$ cat src/sv/lsc_pkg.sv
`default_nettype none

package lsc_pkg;

    // Width of the capacity register and its value after reset.
    localparam int unsigned CapWidth = 4;
    localparam logic [CapWidth-1:0] CapReset = 4'd8;

    // Shifted digit symbols and the digits they stand for.
    localparam logic [7:0] SymExcl   = 8'h21; // '!'
    localparam logic [7:0] SymAt     = 8'h40; // '@'
    localparam logic [7:0] SymHash   = 8'h23; // '#'
    localparam logic [7:0] SymDollar = 8'h24; // '$'
    localparam logic [7:0] SymPct    = 8'h25; // '%'
    localparam logic [7:0] SymCaret  = 8'h5E; // '^'
    localparam logic [7:0] SymAmp    = 8'h26; // '&'
    localparam logic [7:0] SymStar   = 8'h2A; // '*'
    localparam logic [7:0] SymLParen = 8'h28; // '('
    localparam logic [7:0] SymRParen = 8'h29; // ')'
    localparam logic [7:0] DigitZero = 8'h30; // '0'

    // One cached pair.
    typedef struct packed {
        logic [7:0] key;
        logic [7:0] value;
    } entry_t;

    // Per-cell control from the top level.
    typedef struct packed {
        logic valid;      // cell holds a live entry
        logic load_head;  // cell takes the new most recently used entry
        logic take_prev;  // cell takes its neighbor's entry (ages by one)
    } cell_ctrl_t;

    // Result of the symbol lookup.
    typedef struct packed {
        logic       found;
        logic [7:0] digit;
    } sym_t;

    // Maps a shifted digit symbol to its digit character.
    function automatic sym_t sym_map(input logic [7:0] c);
        sym_t r;
        r.found = 1'b1;
        r.digit = DigitZero;
        case (c)
            SymExcl:   r.digit = DigitZero + 8'd1;
            SymAt:     r.digit = DigitZero + 8'd2;
            SymHash:   r.digit = DigitZero + 8'd3;
            SymDollar: r.digit = DigitZero + 8'd4;
            SymPct:    r.digit = DigitZero + 8'd5;
            SymCaret:  r.digit = DigitZero + 8'd6;
            SymAmp:    r.digit = DigitZero + 8'd7;
            SymStar:   r.digit = DigitZero + 8'd8;
            SymLParen: r.digit = DigitZero + 8'd9;
            SymRParen: r.digit = DigitZero;
            default:   r.found = 1'b0;
        endcase
        return r;
    endfunction

endpackage

`default_nettype wire

$ cat src/sv/lsc_cell.sv
`default_nettype none

module lsc_cell (
    input  wire logic               aclk,
    input  wire lsc_pkg::cell_ctrl_t ctrl,
    input  wire logic [7:0]         lookup_key,
    input  wire lsc_pkg::entry_t    head_entry,
    input  wire lsc_pkg::entry_t    prev_entry,
    output lsc_pkg::entry_t         entry,
    output logic                    match
);

    lsc_pkg::entry_t entry_reg;
    lsc_pkg::entry_t entry_next;

    // A live entry matches when its key equals the looked-up byte.
    assign match = ctrl.valid && (entry_reg.key == lookup_key);
    assign entry = entry_reg;

    // The head cell loads the new entry; other cells shift from their neighbor.
    always_comb begin
        entry_next = entry_reg;
        if (ctrl.load_head) begin
            entry_next = head_entry;
        end else if (ctrl.take_prev) begin
            entry_next = prev_entry;
        end
    end

    always_ff @(posedge aclk) begin
        entry_reg <= entry_next;
    end

endmodule

`default_nettype wire

$ cat src/sv/lru_symbol_cache_core.sv
`default_nettype none

// Fully associative symbol cache with true least-recently-used replacement.
// Entries sit in a row of cells ordered by recency: cell 0 holds the most
// recently used entry and live entries always fill cells 0 to count-1, so the
// least recently used one is the last live cell. A hit moves the matching
// entry to cell 0 and shifts the younger cells down by one; an insert shifts
// the live cells down and drops the last one when the cache is at capacity.
// The block takes one transaction per clock cycle: all cells compare the key
// in the cycle of acceptance and the result is held in an output register, so
// s_ready is high whenever that register is empty or being emptied. The user
// must write the cache_capacity register (cfg_data) only while the block is
// idle, unchecked by the block; 0 acts as 1, above CACHE_DEPTH as CACHE_DEPTH.
module lru_symbol_cache_core #(
    parameter int unsigned CACHE_DEPTH = 8
) (
    input  wire logic                          aclk,
    input  wire logic                          aresetn,
    input  wire logic                          cfg_valid,
    output logic                               cfg_ready,
    input  wire logic [lsc_pkg::CapWidth-1:0]  cfg_data,
    input  wire logic                          s_valid,
    output logic                               s_ready,
    input  wire logic [7:0]                    s_key_char,
    output logic                               m_valid,
    input  wire logic                          m_ready,
    output logic [7:0]                         m_out_char,
    output logic                               m_hit,
    output logic                               m_evicted,
    output logic [7:0]                         m_evicted_key
);

    localparam int unsigned CntW = $clog2(CACHE_DEPTH + 1);
    localparam int unsigned IdxW = (CACHE_DEPTH > 1) ? $clog2(CACHE_DEPTH) : 1;
    localparam int unsigned CmpW = (CntW > lsc_pkg::CapWidth) ? CntW : lsc_pkg::CapWidth;

    logic [lsc_pkg::CapWidth-1:0] cap_reg;
    logic [CntW-1:0]              occ_reg;
    logic [CntW-1:0]              occ_next;

    logic                         m_valid_reg;
    logic [7:0]                   out_char_reg;
    logic                         hit_reg;
    logic                         evicted_reg;
    logic [7:0]                   evicted_key_reg;

    lsc_pkg::entry_t    cell_entry [CACHE_DEPTH];
    lsc_pkg::cell_ctrl_t cell_ctrl [CACHE_DEPTH];
    logic [CACHE_DEPTH-1:0] cell_match;

    logic            accept;
    logic            hit_any;
    logic [IdxW-1:0] hit_pos;
    logic [7:0]      hit_value;
    logic [7:0]      tail_key;
    lsc_pkg::sym_t   sym;
    logic            insert;
    logic            full;
    logic            evict;
    logic            update;
    logic [CntW-1:0] shift_limit;
    logic [CmpW-1:0] eff_cap;
    lsc_pkg::entry_t head_entry;

    assign cfg_ready = 1'b1;
    assign s_ready   = !m_valid_reg || m_ready;
    assign accept    = s_valid && s_ready;

    // Capacity register.
    always_ff @(posedge aclk) begin
        if (!aresetn) begin
            cap_reg <= lsc_pkg::CapReset;
        end else if (cfg_valid && cfg_ready) begin
            cap_reg <= cfg_data;
        end
    end

    // Clamp the capacity into 1 .. CACHE_DEPTH.
    always_comb begin
        eff_cap = CmpW'(cap_reg);
        if (cap_reg == '0) begin
            eff_cap = CmpW'(1);
        end else if (CmpW'(cap_reg) > CmpW'(CACHE_DEPTH)) begin
            eff_cap = CmpW'(CACHE_DEPTH);
        end
    end

    // Gather the hit position, hit value and the least recently used key.
    always_comb begin
        hit_pos   = '0;
        hit_value = '0;
        tail_key  = '0;
        for (int i = 0; i < int'(CACHE_DEPTH); i++) begin
            if (cell_match[i]) begin
                hit_pos   = hit_pos | IdxW'(i);
                hit_value = hit_value | cell_entry[i].value;
            end
            if (occ_reg == CntW'(i + 1)) begin
                tail_key = tail_key | cell_entry[i].key;
            end
        end
    end

    // Decide between hit, insert with or without eviction, and pass-through.
    always_comb begin
        hit_any = |cell_match;
        sym     = lsc_pkg::sym_map(s_key_char);
        insert  = !hit_any && sym.found;
        full    = CmpW'(occ_reg) >= eff_cap;
        evict   = insert && full;
        update  = accept && (hit_any || insert);

        if (hit_any) begin
            shift_limit = CntW'(hit_pos);
        end else if (full) begin
            shift_limit = occ_reg - CntW'(1);
        end else begin
            shift_limit = occ_reg;
        end

        occ_next = occ_reg;
        if (accept && insert && !full) begin
            occ_next = occ_reg + CntW'(1);
        end

        head_entry.key   = s_key_char;
        head_entry.value = hit_any ? hit_value : sym.digit;
    end

    // Row of recency-ordered cells.
    for (genvar g = 0; g < CACHE_DEPTH; g++) begin : g_cell
        always_comb begin
            cell_ctrl[g].valid     = CntW'(g) < occ_reg;
            cell_ctrl[g].load_head = update && (g == 0);
            cell_ctrl[g].take_prev = update && (g != 0) && (CntW'(g) <= shift_limit);
        end

        lsc_cell u_cell (
            .aclk       (aclk),
            .ctrl       (cell_ctrl[g]),
            .lookup_key (s_key_char),
            .head_entry (head_entry),
            .prev_entry (cell_entry[(g == 0) ? 0 : g - 1]),
            .entry      (cell_entry[g]),
            .match      (cell_match[g])
        );
    end

    // Occupancy count.
    always_ff @(posedge aclk) begin
        if (!aresetn) begin
            occ_reg <= '0;
        end else begin
            occ_reg <= occ_next;
        end
    end

    // Output register; it frees up as soon as the result transaction completes.
    always_ff @(posedge aclk) begin
        if (!aresetn) begin
            m_valid_reg <= 1'b0;
        end else if (accept) begin
            m_valid_reg <= 1'b1;
        end else if (m_ready) begin
            m_valid_reg <= 1'b0;
        end
    end

    always_ff @(posedge aclk) begin
        if (accept) begin
            if (hit_any) begin
                out_char_reg <= hit_value;
            end else if (sym.found) begin
                out_char_reg <= sym.digit;
            end else begin
                out_char_reg <= s_key_char;
            end
            hit_reg         <= hit_any;
            evicted_reg     <= evict;
            evicted_key_reg <= evict ? tail_key : 8'd0;
        end
    end

    assign m_valid       = m_valid_reg;
    assign m_out_char    = out_char_reg;
    assign m_hit         = hit_reg;
    assign m_evicted     = evicted_reg;
    assign m_evicted_key = evicted_key_reg;

endmodule

`default_nettype wire
$ cat config.mk
export PLATFORM = sky130hd
export DESIGN_NAME = lru_symbol_cache_core
export DESIGN_NICKNAME = d
export VERILOG_FILES = /design/src/sv/lsc_pkg.sv /design/src/sv/lsc_cell.sv /design/src/sv/lru_symbol_cache_core.sv
export SDC_FILE = /design/constraint.sdc
export NUM_CORES = 1
export LEC_CHECK = 0
export ABC_CLOCK_PERIOD_IN_PS = 6700
export BUFFER_PORTS_ARGS = -buffer_cell sky130_fd_sc_hd__buf_2
export CAP_MARGIN = 20
export CORE_ASPECT_RATIO = 1.5
export CORE_UTILIZATION = 30
export CTS_CLUSTER_SIZE = 30
export DETAILED_ROUTE_END_ITERATION = 8
export GPL_TIMING_DRIVEN = 0
export PLACE_DENSITY = 0.45
export SETUP_SLACK_MARGIN = 0.15
export SYNTH_ARGS = -nofsm -noshare
export SYNTH_HDL_FRONTEND = slang
export SYNTH_HIERARCHICAL = 1
export SYNTH_SLANG_ARGS = --single-unit
$ cat constraint.sdc
create_clock -name aclk -period 6.7 [get_ports aclk]
set_input_delay 0.67 -clock aclk [delete_from_list [all_inputs] [get_ports aclk]]
set_output_delay 0.67 -clock aclk [all_outputs]
set_load 0.01 [all_outputs]
Word-level counts from Yosys, hierarchy flattened
Cells that the tools add are included.
{ "totals": {"word_cells": 146, "out_inout_bits": 21, "inputBits": 17, "regBits": 155} }
{ "op_classes": {"n_eq_ne": 26, "n_reduce_logical": 30, "n_mux": 34, "add_sub_neg": 2, "n_lt_le_gt_ge": 17, "bitwise": 14} }
{ "ops": {"columns": ["operator", "count"], "rows": [
  ["2-to-1 mux 8 bit", 19],
  ["OR 8 bit", 14],
  ["== test 8 x 6 -> 1 bit, second input constant", 8],
  ["== test 8 bit", 8],
  ["one-hot mux 4 bit (9 select lines)", 1],
  ["logical AND 1 bit", 21],
  ["== test 4 x 3 -> 1 bit, second input constant", 4],
  ["== test 8 x 7 -> 1 bit, second input constant", 2],
  ["<= comparator 3 x 4 -> 1 bit, first input constant", 4],
  ["less-than comparator 3 x 4 -> 1 bit, first input constant", 4],
  ["2-to-1 mux 4 bit", 4],
  ["2-to-1 mux 3 bit", 4],
  ["OR reduction 10 bit", 1],
  ["== test 4 x 2 -> 1 bit, second input constant", 2],
  ["<= comparator 2 x 4 -> 1 bit, first input constant", 2],
  ["less-than comparator 1 x 4 -> 1 bit, first input constant", 2],
  ["less-than comparator 2 x 4 -> 1 bit, first input constant", 2],
  ["OR reduction 8 bit", 1],
  ["adder 4 x 1 -> 4 bit, second input constant", 1],
  ["== test 4 x 1 -> 1 bit, second input constant", 1],
  ["== test 4 bit, second input constant", 1],
  ["greater-or-equal comparator 4 bit", 1],
  ["greater-than comparator 4 bit, second input constant", 1],
  ["<= comparator 1 x 4 -> 1 bit, first input constant", 1],
  ["other kinds (7)", 14]
]} }

Logic depth before layout (Yosys ltp)
{ "depth": {"ltp_word": 18, "ltp_mapped": 18, "mapped_depth_nobuf": 14} }

By module
The synthesis kept the hierarchy.
{ "modules_own_cells": {"columns": ["mod", "cells_each", "n_inst", "seq_area_each_um2", "area_per_inst_um2"], "rows": [
  ["lsc_cell", 47, 8, 480.5, 822.0],
  ["lru_symbol_cache_core", 310, 1, 720.7, 2572.5]
]} }

Worst setup path after synthesis
OpenSTA, ideal clock, no wires.
{ "synth_timing": {"path_type": "reg2reg", "start": "register occ_reg[1]", "end": "register g_cell[3].u_cell.entry_reg (netlist bit g_cell[3].u_cell/entry[0]), enable pin", "slack_ns": 3.101, "setup_ns": 0.373, "t_arrival_ns": 3.227, "period_less_slack_ns": 3.599, "n_path_buf": 4, "path_stages_with_launch": 17, "cell_sequence": "dfxtp_1 -> clkbuf_1 -> inv_1 -> ha_1 -> o21ai_0 -> nand2_1 -> nor3_1 -> buf_2 -> nor4_1 -> and2_1 -> buf_2 -> inv_2 -> buf_2 -> nor2_1 -> a221o_1 -> o31ai_1 -> or2_1"} }
{ "synth_lines": {"columns": ["item", "line_no", "source"], "rows": [
  ["from (decl)", "lru_symbol_cache_core.sv:38", "logic [CntW-1:0] occ_reg;"],
  ["from (signal assigned)", "lru_symbol_cache_core.sv:154", "occ_reg <= occ_next;"],
  ["to (signal assigned)", "lsc_cell.sv:31", "entry_reg <= entry_next;"],
  ["to (decl)", "lsc_cell.sv:13", "lsc_pkg::entry_t entry_reg;"]
]} }

==> flow_summary.toml <==
[run_status]
status = "complete, no violations"

[floorplan]
die_y_um = 216
die_x_um = 145
start_util_pct = 30.3
pin_count = 38
core.rowCount = 78
core_mm2 = 0.0302
dieArea_mm2 = 0.0312

[synthesis]
synth_area_mm2 = 0.00915
synth_top_flop_cell = "edfxtp_1"
yosys.area.top_type = "edfxtp_1"
netlist_instances = 686
synth_top_area_share_pct = 47.9
netlist_top_cells_area = "edfxtp_1 (48%), mux2_4 (12%), mux2_2 (7.0%)"
synthArstFlopShare_pct = 0
yosysWarnings = 6
ys_seq_area_share_pct = 49.9
yosys.cell_types.count = 67
synth_edf_count = 146
avgSynthCellArea_um2 = 13.3
ys_ff_latch = 155

[route]
vias = 6086
drc = 0
dr.pass1.iters = 5
wl_um = 29100
drtIter0Drc = 539
ant_nets = 0
via_per_inst = 5.23
routedWlPerCell_um = 25.0

[clock_network]
htreeDepth = 4
post_cts_resized = 0
numCtsBuffers = 17
clockBufferDepth = 2
clockRootBuffer = "clkbuf_16"
clock_latency_ns = 0.46
cts.sinks = 155
postCtsSetupBuffers = 0
cts_tree = "built"
cts_hold_buf = 0
clk_pin_slew_ns = 0.07

[worst_setup_path]
cp_slowest_cell = "or2_1"
worstPathMaxFanout = 16
setup.worst_path.start_class = "flop"
worstPathArrival_ns = 5.23
worst-setup-path-type = "flop to flop"
worstSetupEndpointType = "flop"
cp_top_family = "buffers and inverters"
cp.required_ns = 6.76
crit_buf_inv = 6
cp_cell_sequence = "clkbuf_1 > clkbuf_1 > nand2_1 > nand2_1 > nand2_1 > nor3_1 > buf_2 > nor4_4 > and2_1 > buf_2 > inv_2 > buf_2 > nor2_1 > a221o_1 > a2bb2oi_1 > nor2_1 > or2_1"
cp_slowest_stage_delay_ns = 0.90

[sta]
rsz0062_at_grt = "false"
worstMarginPinSlew_ns = 1.18
hold_viol = 0
drv_slew = 0
clock.fmax_mhz = 194
hold-worst-slack_ns = 0.449
skew_ns = 0.0117
relSlewSlack_pct = 21.5
timing.setup.tns_ns = 0
finalCritPeriodShare_pct = 77.1
setup-violations-final = 0
min_period_ns = 5.16

[global_route]
grt-ovfl-total = 0
use_met3_pct = 3.66
track_usage_pct = 19.5
grt_use_met1_pct = 19.7
grt_pass1_wl_um = 42300
antenna_found_initial = 0
busiest_layer = "met2"
grt_max_degree = 24
grt_pass1_vias = 6416
grtUsageMet2_pct = 36.0

[power]
p_leak_uw = 0.00385
p_total_uw = 2530
peakVddDrop_mv = 0.145
power.density_mw_per_mm2 = 240

[min_path]
hp-class = "input pin to flop"

[flow_run]
maxCapViolations = 0

[final_layout]
multiInputGateArea_mm2 = 0.00418
layout-drive-gt1-share_pct = 31.7
area_delta_synth_final_pct = 15.4
num-fill-cells = 2893
antennaDiodeCount = 0
largest_reg_flops = 128
utilization_pct = 35.0
seqCellArea_mm2 = 0.00456
fin_nets = 777

[placed_design]
portBuffers = 35
dpl.hpwl_um = 20500
place_congestion = 0.906
-- layout by cell type (no fill, tap or decap), drive strengths merged, types with 4 or more instances in the layout --
cell type | synthesis | layout
a21o | 8 | 8
nor3 | 12 | 12
conb | 2 | 9
o21a | 4 | 4
nand2 | 27 | 27
o21ai | 4 | 4
xnor2 | 67 | 67
clkbuf | 15 | 34
or2 | 9 | 9
a222oi | 6 | 6
buf | 30 | 69
bufinv | 0 | 5
a221oi | 7 | 7
nand4 | 14 | 14
clkinv | 0 | 6
and2 | 5 | 5
nor2 | 33 | 33
a22o | 4 | 4
dfxtp | 9 | 9
inv | 13 | 13
a22oi | 31 | 31
nor4 | 9 | 9
edfxtp | 146 | 146
mux2 | 129 | 129
a21oi | 29 | 29
ha | 9 | 9
nand3 | 13 | 13
-- power breakdown --
part / internal (uW) / total (uW) / leakage, uW / switching, uW
sequential: 1140 / 1180 / 0.00150 / 47.5
combinational: 139 / 286 / 0.00205 / 147
clock: 657 / 1060 / 0.000306 / 407
-- routing by layer --
metal | vias to the layer above | wire length, um
met5 | - | 0
met4 | 0 | 1560
met3 | 78 | 1050
met2 | 214 | 16100
met1 | 3042 | 10500
li1 | 2752 | -
-- worst register-to-register path, delay by kind of cell (launching register included) --
kind | cells | cell delay [ns]
and+or+nand+nor | 9 | 1.89
DFF | 1 | 0.33
AOI/OAI and AO/OA | 2 | 0.53
buffers and inverters | 6 | 2.02
-- cell usage after synthesis (3+ instances only) --
cell type  count
o31ai_1        3
nor2_1        33
a22o_1         4
nand2_1       27
inv_1         12
buf_12         8
buf_2         12
nand3_1       13
a222oi_1       6
nand4_1       14
nor4_4         3
mux2i_1        3
a21oi_1       28
and2_1         5
buf_6          8
nand2b_1       3
nor2b_1        3
a22oi_1       31
dfxtp_1        9
nor3_1        11
a21o_1         8
mux2_4        72
or2_1          8
a221oi_1       7
nor4_1         6
edfxtp_1     146
a31oi_1        3
xnor2_1       67
clkbuf_1      15
mux2_2        57
ha_1           9
o21a_1         4
o22ai_1        3
o21ai_0        4
-- layout make-up --
type / instances / area share (%)
repair buffers: 39 / 2.37
clock inverters: 13 / 1.88
multi-input cells: 480 / 39.6
plain buffers: 45 / 3.58
clock buffers: 19 / 4.10
inverters: 13 / 0.462
flip-flops and latches: 155 / 43.2
well taps: 400 / 4.74
-- per-stage QoR --
step / worst slack (ns) / instances / cell area, um^2
global route: 1.36 / 1164 / 10600
global placement: 1.59 / 1128 / 9850
CTS: 1.60 / 1164 / 10600
floorplan: 3.10 / 693 / 9180
detailed placement: 1.54 / 1132 / 9930
finish: 1.54 / 1164 / 10600
-- path summary, 6_finish.rpt --
check	from	to	slack [ns]	depth (start not counted)
worst min register to register	m_valid	m_valid	0.52	2
worst min-delay path	cfg_data[2]	cap_reg[2]	0.45	3
worst max-delay path	occ_reg[2]	g_cell[7].u_cell/entry[8]	1.54	17
worst max register to register	occ_reg[2]	g_cell[7].u_cell/entry[8]	1.54	17
-- cell families (layout without fill, tap and decap cells) --
logic type               Yosys count  count (layout)  synth area share [%]
AO/OA/AOI/OAI                    117             117                  9.56
XOR/XNOR                          68              68                  6.51
adder cells (fa/ha/maj)            9               9                  1.23
buffers and inverters             58             129                  4.66
flip-flops                       155             155                  49.9
multiplexers                     132             132                  19.2
other                              2               9                0.0821
AND/OR/NAND/NOR                  145             145                  8.90
Power figures use the tool's default switching activity.
